===== config.mk =====
export PLATFORM = sky130hd
export DESIGN_NAME = fwo_ctrl
export DESIGN_NICKNAME = d
export VERILOG_FILES = /design/src/rtl/core/fwo_pkg.sv /design/src/rtl/core/fwo_ctrl.sv
export SDC_FILE = /design/constraint.sdc
export NUM_CORES = 1
export LEC_CHECK = 0
export BUFFER_PORTS_ARGS = -buffer_cell sky130_fd_sc_hd__buf_2
export CELL_PAD_IN_SITES_DETAIL_PLACEMENT = 0
export CELL_PAD_IN_SITES_GLOBAL_PLACEMENT = 1
export CORE_ASPECT_RATIO = 0.5
export CORE_UTILIZATION = 44
export DETAILED_ROUTE_END_ITERATION = 7
export GPL_ROUTABILITY_DRIVEN = 0
export GPL_TIMING_DRIVEN = 0
export PLACE_DENSITY = 0.83
export SETUP_SLACK_MARGIN = 0.3
export SYNTH_ARGS = -nofsm -noshare
export SYNTH_HDL_FRONTEND = slang
export SYNTH_SLANG_ARGS = --single-unit
export TNS_END_PERCENT = 50

===== constraint.sdc =====
create_clock -name clk -period 2.52 [get_ports clk]
set_input_delay 0.252 -clock clk [delete_from_list [all_inputs] [get_ports clk]]
set_output_delay 0.252 -clock clk [all_outputs]
set_load 0.01 [all_outputs]

===== src/rtl/core/fwo_pkg.sv =====
// Shared types, constants and command codes of the factor weight optimizer.
package fwo_pkg;

  localparam int MAX_FACTORS = 16;
  localparam int IDX_W       = 4;
  localparam int N_W         = 5;
  localparam int MAX_SAMPLES = 4095;
  localparam int CNT_W       = 13;
  localparam int SUM_W       = 28;
  localparam int SQ_W        = 43;
  localparam int MAG_W       = 27;
  localparam int PROD_W      = 56;
  localparam int ROOT_W      = 28;
  localparam int STEP_W      = 5;
  localparam int ARITH_STEPS = 28;
  localparam int DIV_NW      = 36;
  localparam int DIV_DW      = 28;
  localparam int DIV_CW      = 6;
  localparam logic [16:0] ONE_Q16 = 17'd65536;

  localparam logic [1:0] OP_CLEAR = 2'd0;
  localparam logic [1:0] OP_ADD   = 2'd1;
  localparam logic [1:0] OP_RUN   = 2'd2;

  localparam logic [1:0] MODE_EQUAL  = 2'd0;
  localparam logic [1:0] MODE_IC     = 2'd1;
  localparam logic [1:0] MODE_ICIR   = 2'd2;
  localparam logic [1:0] MODE_SINGLE = 2'd3;

  localparam logic [1:0] STS_OK      = 2'd0;
  localparam logic [1:0] STS_NO_DATA = 2'd1;
  localparam logic [1:0] STS_TOO_FEW = 2'd2;

  localparam logic [1:0] REG_METHOD      = 2'd0;
  localparam logic [1:0] REG_NUM_FACTORS = 2'd1;
  localparam logic [1:0] REG_MIN_SAMPLES = 2'd2;
  localparam logic [1:0] REG_WEIGHT_CAP  = 2'd3;

  localparam logic [4:0] CMD_NONE        = 5'd0;
  localparam logic [4:0] CMD_CLEAR       = 5'd1;
  localparam logic [4:0] CMD_ADD         = 5'd2;
  localparam logic [4:0] CMD_RUN_INIT    = 5'd3;
  localparam logic [4:0] CMD_CHECK       = 5'd4;
  localparam logic [4:0] CMD_LOAD        = 5'd5;
  localparam logic [4:0] CMD_MEAN        = 5'd6;
  localparam logic [4:0] CMD_MUL_A       = 5'd7;
  localparam logic [4:0] CMD_MUL_B       = 5'd8;
  localparam logic [4:0] CMD_SQRT        = 5'd9;
  localparam logic [4:0] CMD_ICIR        = 5'd10;
  localparam logic [4:0] CMD_IR_ZERO     = 5'd11;
  localparam logic [4:0] CMD_TOT         = 5'd12;
  localparam logic [4:0] CMD_RAW         = 5'd13;
  localparam logic [4:0] CMD_WDIV        = 5'd14;
  localparam logic [4:0] CMD_EMIT        = 5'd15;
  localparam logic [4:0] CMD_EMIT_ERR    = 5'd16;
  localparam logic [4:0] CMD_EMIT_SINGLE = 5'd17;

  typedef struct packed {
    logic [1:0]  method;
    logic [4:0]  num_factors;
    logic [11:0] min_samples;
    logic [16:0] weight_cap;
  } cfg_t;

  typedef struct packed {
    logic [4:0]       code;
    logic [IDX_W-1:0] idx;
  } cmd_t;

  typedef struct packed {
    logic done;
    logic out_free;
    logic idx_last;
    logic single;
    logic zero_found;
    logic few_found;
    logic c_lt2;
    logic a_le_b;
    logic r_zero;
    logic prop_ok;
  } sts_t;

endpackage


===== src/rtl/core/fwo_ctrl.sv =====
// Controller: sequences requests and the per-factor steps of a run.
module fwo_ctrl (
  input  logic          clk,
  input  logic          rst_n,
  input  logic          in_tvalid,
  input  logic [1:0]    in_op,
  output logic          in_tready,
  input  fwo_pkg::sts_t sts,
  output fwo_pkg::cmd_t cmd
);

  localparam logic [4:0] S_IDLE    = 5'd0;
  localparam logic [4:0] S_CHK     = 5'd1;
  localparam logic [4:0] S_CHK_END = 5'd2;
  localparam logic [4:0] S_ERR     = 5'd3;
  localparam logic [4:0] S_LOAD    = 5'd4;
  localparam logic [4:0] S_MEAN    = 5'd5;
  localparam logic [4:0] S_MULA    = 5'd6;
  localparam logic [4:0] S_MULB    = 5'd7;
  localparam logic [4:0] S_CMPAB   = 5'd8;
  localparam logic [4:0] S_SQRT    = 5'd9;
  localparam logic [4:0] S_RZ      = 5'd10;
  localparam logic [4:0] S_ICIR    = 5'd11;
  localparam logic [4:0] S_IRZERO  = 5'd12;
  localparam logic [4:0] S_NEXT    = 5'd13;
  localparam logic [4:0] S_SINGLE  = 5'd14;
  localparam logic [4:0] S_TOT     = 5'd15;
  localparam logic [4:0] S_TOT_END = 5'd16;
  localparam logic [4:0] S_RAW     = 5'd17;
  localparam logic [4:0] S_RAW_NX  = 5'd18;
  localparam logic [4:0] S_WDIV    = 5'd19;
  localparam logic [4:0] S_EMIT    = 5'd20;
  localparam logic [4:0] S_WAIT    = 5'd21;

  logic [4:0]                state_r, state_nxt, ret_r, ret_nxt;
  logic [fwo_pkg::IDX_W-1:0] idx_r, idx_nxt;
  logic [4:0]                code;

  always_comb begin
    state_nxt = state_r;
    ret_nxt   = ret_r;
    idx_nxt   = idx_r;
    code      = fwo_pkg::CMD_NONE;
    in_tready = 1'b0;
    unique case (state_r)
      S_IDLE: begin
        in_tready = 1'b1;
        if (in_tvalid) begin
          unique case (in_op)
            fwo_pkg::OP_CLEAR: code = fwo_pkg::CMD_CLEAR;
            fwo_pkg::OP_ADD:   code = fwo_pkg::CMD_ADD;
            fwo_pkg::OP_RUN: begin
              code      = fwo_pkg::CMD_RUN_INIT;
              idx_nxt   = '0;
              state_nxt = S_CHK;
            end
            default: ;
          endcase
        end
      end
      S_CHK: begin
        code = fwo_pkg::CMD_CHECK;
        if (sts.idx_last) begin
          state_nxt = S_CHK_END;
        end else begin
          idx_nxt = idx_r + 1'b1;
        end
      end
      S_CHK_END: begin
        idx_nxt   = '0;
        state_nxt = (sts.zero_found || sts.few_found) ? S_ERR : S_LOAD;
      end
      S_ERR: begin
        if (sts.out_free) begin
          code      = fwo_pkg::CMD_EMIT_ERR;
          state_nxt = S_IDLE;
        end
      end
      S_LOAD: begin
        code      = fwo_pkg::CMD_LOAD;
        state_nxt = S_MEAN;
      end
      S_MEAN: begin
        code      = fwo_pkg::CMD_MEAN;
        ret_nxt   = S_MULA;
        state_nxt = S_WAIT;
      end
      S_MULA: begin
        if (sts.c_lt2) begin
          state_nxt = S_IRZERO;
        end else begin
          code      = fwo_pkg::CMD_MUL_A;
          ret_nxt   = S_MULB;
          state_nxt = S_WAIT;
        end
      end
      S_MULB: begin
        code      = fwo_pkg::CMD_MUL_B;
        ret_nxt   = S_CMPAB;
        state_nxt = S_WAIT;
      end
      S_CMPAB: state_nxt = sts.a_le_b ? S_IRZERO : S_SQRT;
      S_SQRT: begin
        code      = fwo_pkg::CMD_SQRT;
        ret_nxt   = S_RZ;
        state_nxt = S_WAIT;
      end
      S_RZ: state_nxt = sts.r_zero ? S_IRZERO : S_ICIR;
      S_ICIR: begin
        code      = fwo_pkg::CMD_ICIR;
        ret_nxt   = S_NEXT;
        state_nxt = S_WAIT;
      end
      S_IRZERO: begin
        code      = fwo_pkg::CMD_IR_ZERO;
        state_nxt = S_NEXT;
      end
      S_NEXT: begin
        if (sts.idx_last) begin
          idx_nxt   = '0;
          state_nxt = sts.single ? S_SINGLE : S_TOT;
        end else begin
          idx_nxt   = idx_r + 1'b1;
          state_nxt = S_LOAD;
        end
      end
      S_SINGLE: begin
        if (sts.out_free) begin
          code      = fwo_pkg::CMD_EMIT_SINGLE;
          state_nxt = S_IDLE;
        end
      end
      S_TOT: begin
        code = fwo_pkg::CMD_TOT;
        if (sts.idx_last) begin
          idx_nxt   = '0;
          state_nxt = S_TOT_END;
        end else begin
          idx_nxt = idx_r + 1'b1;
        end
      end
      S_TOT_END: state_nxt = sts.prop_ok ? S_RAW : S_WDIV;
      S_RAW: begin
        code      = fwo_pkg::CMD_RAW;
        ret_nxt   = S_RAW_NX;
        state_nxt = S_WAIT;
      end
      S_RAW_NX: begin
        if (sts.idx_last) begin
          idx_nxt   = '0;
          state_nxt = S_WDIV;
        end else begin
          idx_nxt   = idx_r + 1'b1;
          state_nxt = S_RAW;
        end
      end
      S_WDIV: begin
        code      = fwo_pkg::CMD_WDIV;
        ret_nxt   = S_EMIT;
        state_nxt = S_WAIT;
      end
      S_EMIT: begin
        if (sts.out_free) begin
          code = fwo_pkg::CMD_EMIT;
          if (sts.idx_last) begin
            state_nxt = S_IDLE;
          end else begin
            idx_nxt   = idx_r + 1'b1;
            state_nxt = S_WDIV;
          end
        end
      end
      S_WAIT: begin
        if (sts.done) begin
          state_nxt = ret_r;
        end
      end
      default: state_nxt = S_IDLE;
    endcase
  end

  always_ff @(posedge clk) begin
    if (!rst_n) begin
      state_r <= S_IDLE;
      ret_r   <= S_IDLE;
      idx_r   <= '0;
    end else begin
      state_r <= state_nxt;
      ret_r   <= ret_nxt;
      idx_r   <= idx_nxt;
    end
  end

  assign cmd.code = code;
  assign cmd.idx  = idx_r;

endmodule

# Word-level counts from Yosys, hierarchy flattened
# Index checks and enable logic that the tools add are counted.
dict set report word_totals {
  out_inout_bits 10
  register_bits 14
  word_cells 79
  input_bits 15
}
dict set report classes {
  addsub 1
  n_reduce_logical 11
  eq_ne 31
  mux 33
}
# cell count
set ops {}
lappend ops {{$pmux 5 s16} 1}
lappend ops {{$pmux 5 s15} 1}
lappend ops {{$mux 5} 12}
lappend ops {{$eq 5x4->1 const B} 8}
lappend ops {{$pmux 5 s7} 1}
lappend ops {{$eq 5x5->1 const B} 6}
lappend ops {{$mux 4} 7}
lappend ops {{$eq 5x3->1 const B} 4}
lappend ops {{$pmux 4 s5} 1}
lappend ops {{$mux 3} 4}
lappend ops {{$ne 2x2->1 const B} 6}
lappend ops {{$eq 5x2->1 const B} 2}
lappend ops {{$reduce_and 7->1} 1}
lappend ops {{$reduce_bool 7->1} 1}
lappend ops {{$mux 2} 3}
lappend ops {{$pmux 2 s3} 1}
lappend ops {{$reduce_or 6->1} 1}
lappend ops {{$eq 5x1->1 const B} 1}
lappend ops {{$logic_not 5->1} 1}
lappend ops {{$reduce_bool 5->1} 1}
lappend ops {{$add 4x1->4 const B} 1}
lappend ops {{$ne 2x1->1 const B} 2}
lappend ops {{$reduce_and 4->1} 1}
lappend ops {{$reduce_or 3->1} 1}
lappend ops {{7 further kinds} 8}

# Logic depth before layout (Yosys ltp)
dict set report depth {
  depth_word 4
  ltp_mapped 8
  depth_no_buf 7
}

# Worst setup path before layout
# No wires, ideal clock.
dict set report synth_path {
  path_type {reg-to-output}
  start {register state_r[3]}
  end {output port cmd[4] in the netlist's numbering}
  n_path_buf 0
  t_required_ns 2.268
  arrival_time_ns 1.447
  setup_slack_ns 0.821
  stages_incl_launch_ff 5
  cell_sequence {dfxtp_1 -> or4_4 -> nor2_1 -> nand2_1 -> o221ai_1}
}
# item line
set synth_rtl {}
lappend synth_rtl {{from (decl)} fwo_ctrl.sv:35} ;# logic [4:0] state_r, state_nxt, ret_r, ret_nxt;
lappend synth_rtl {{from (signal assigned)} fwo_ctrl.sv:188} ;# state_r <= state_nxt;
lappend synth_rtl {{to (decl)} fwo_ctrl.sv:9} ;# output fwo_pkg::cmd_t cmd

==> metrics.yaml <==
drt:
  drcViolationCount: 3
  dr.pass1.iters: 6
  met2_length_um: 1930
  vias: 1789
  wl_um: 5040
  top_layer: "met4"
  wire_per_inst_um: 18.2
  wl_met3_um: 664
  m1WireLength_um: 2400
  via_per_inst: 6.46
  antenna_left: 0
  drt_first_iter_violations: 285
setup_path:
  worst-r2r-setup-slack_ns: 0.59
  critPathMaxFanout: 10
  path_common_cell: "clkbuf_4"
  reg2reg_from: "state_r[0]"
  cp_data_arrival_time_ns: 1.88
  timing.rr.end: "ret_r[2]"
  cp_slowest_cell: "dfxtp_1"
  cp.required_ns: 2.27
  crit_chain: "buf_4 > clkbuf_4 > clkbuf_4 > mux2i_1 > a32oi_1 > o221ai_1 > buf_2"
  crit_type: "reg -> out"
  rr_worst_depth: 6
  end_kind: "output port"
  crit_path_start_kind: "register"
  crit_family: "buffers and inverters"
  cp_num_buf_inv: 4
  max_stage_delay_ns: 0.41
global_route:
  overflow: 0
  track_usage_pct: 28.4
  grt_pass1_wl_um: 7960
  grt_start_max_net_pins: 11
  grt_pass1_vias: 1548
  grt_antenna_before_repair: 0
timing:
  tightest_slew_ns: 0.539
  hold_violations: 0
  max_clock_freq_ghz: 0.470
  setup-tns-final_ns: 0
  rsz0062_at_grt: "true"
  clock_skew_ns: 0.00102
  final.min_clock_period_ns: 2.13
  setup_viol: 0
  relSlewSlack_pct: 63.9
  slew_violations: 0
  final.period_utilization_pct: 84.4
power_and_ir_drop:
  power.leakage_nw: 0.725
  powerDensity_mw_per_mm2: 1030
  vdd_drop_max_mv: 0.539
placed_design:
  hpwl_um: 3950
  dp.cells: 273
  portBuffers: 24
clock_network:
  cts.sinks: 14
  cts_tree: "built"
  path_clk_slew_ns: 0.06
  clock_latency_ns: 0.25
  clock-root-buffer: "clkbuf_8"
  cts-hold-fix-buffers: 0
  clk_path_buf_depth: 2
  cts_max_level: 1
  post_cts_buffers: 0
  cts_made_buffers: 3
finish:
  n_antenna_cell: 0
  drive_gt1_share_pct: 25.3
  fill_cells: 316
  regArea_um2: 282
  area_growth_syn_to_layout_pct: 18.2
  nNetsFinal: 255
  final_cell_mix: "28 x buf_2, 22 x nand2_1, 18 x nor2_1"
  multi_input_comb_area_mm2: 0.00112
  fin_cells: 277
  layout_commonest_cell: "buf_2"
synthesis:
  synth_edf_count: 0
  syn_area_per_cell_um2: 7.24
  synth-seq-cells: 14
  async_reset_ff_share_pct: 0
  synth_nets: 226
  ys_warn_count: 0
  yosysSeqAreaShare_pct: 18.5
  ys_types: 59
  netlist_area_mm2: 0.00151
  ys.flop_type: "dfxtp_1"
  syn_inst: 209
floorplan:
  die_w_um: 84.9
  core_area_mm2: 0.00314
  fp.dieH_um: 43.5
  ios: 25
  start_util_pct: 48.2
  fp-row-count: 14
  dieArea_mm2: 0.00369
worst_hold_path:
  hold_path_end: "ret_r[4]"
  hp-class: "in -> reg"
  holdPathStages: 3
  min-delay-start: "rst_n"
outcome:
  violations: "DRC"
  status: "complete, but fails checks"
flow_run:
  drv_cap: 0
layout make-up:
| class | count | area share [%] |
|---|---|---|
| inverter | 9 | 1.89 |
| timing repair buffer | 24 | 6.72 |
| sequential | 14 | 15.7 |
| clock buffer | 4 | 3.08 |
| multi-input combinational | 169 | 62.9 |
| tap | 40 | 2.80 |
| buffer | 17 | 6.86 |
how the worst max path moves through the flow:
stage          startpoint      to  slack (ns)  cells past startpoint
2_1_floorplan  state_r[3]  cmd[4]        0.82                      4
3_3_place_gp   state_r[1]  cmd[5]        0.42                      7
3_5_place_dp   state_r[1]  cmd[5]        0.41                      7
4_1_cts        state_r[3]  cmd[4]        0.22                      8
5_1_grt        state_r[4]  cmd[6]        0.29                      9
6_report       state_r[1]  cmd[5]        0.39                      7
per-layer routing:
metal	up-vias	global-route usage, %
met4	0	5.08
met3	5	8.38
met5	-	0
met1	840	42.1
li1	849	-
met2	95	40.8
tightest hold or removal path, delay by kind of cell:
family                 cells  cell delay (ns)
buffers and inverters      2             0.20
and+or+nand+nor            1             0.11
logic make-up (layout without fill, tap and decap cells):
logic type                 Yosys count  after routing  share of synthesized area [%]
muxes                                3              3                           1.99
DFF                                 14             14                           18.5
buffers and inverters               26             54                           8.11
and+or+nand+nor                     88             88                           32.3
AOI/OAI and AO/OA                   76             76                           37.5
adders and majority gates            2              2                           1.65
through the flow:
step	instance area, um2	setup WS [ns]	util (%)	hold WS, ns	power, mW
finish	1790	0.393	57.0	0.347	1.83
detailed placement	1680	0.411	53.7	0.479	1.53
global route	1790	0.287	57.0	0.366	1.95
CTS	1740	0.216	55.6	0.357	1.76
floorplan	1510	0.821	-	0.443	1.21
global placement	1680	0.420	53.7	0.468	1.53
synth_stat cells (all sizes together), types with 4 or more instances:
| cell | instances | area [um2] |
|---|---|---|
| a21oi | 15 | 75.1 |
| buf | 15 | 81.3 |
| dfxtp | 14 | 280 |
| inv | 8 | 30.0 |
| nand2 | 22 | 82.6 |
| nand2b | 10 | 70.1 |
| nand3 | 7 | 35.0 |
| nor2 | 18 | 67.6 |
| nor2b | 8 | 50.1 |
| nor3b | 4 | 30.0 |
| o21ai | 12 | 63.8 |
| o32ai | 4 | 53.8 |
registers in the layout, summed over array words and instances, names as in the netlist:
name,cells
ret_r,5
state_r,5
idx_r,4
repair_timing:
action,in CTS,in global routing
setup endpoints to repair,3,4
gates resized for setup,2,20
pin swaps,0,0
where the power goes:
part / leakage, nW / switching, mW / internal [mW]
Clock: 0.0288 / 0.0789 / 0.138
Combinational: 0.582 / 0.786 / 0.524
Sequential: 0.114 / 0.0376 / 0.268
Power figures use the tool's default switching activity.
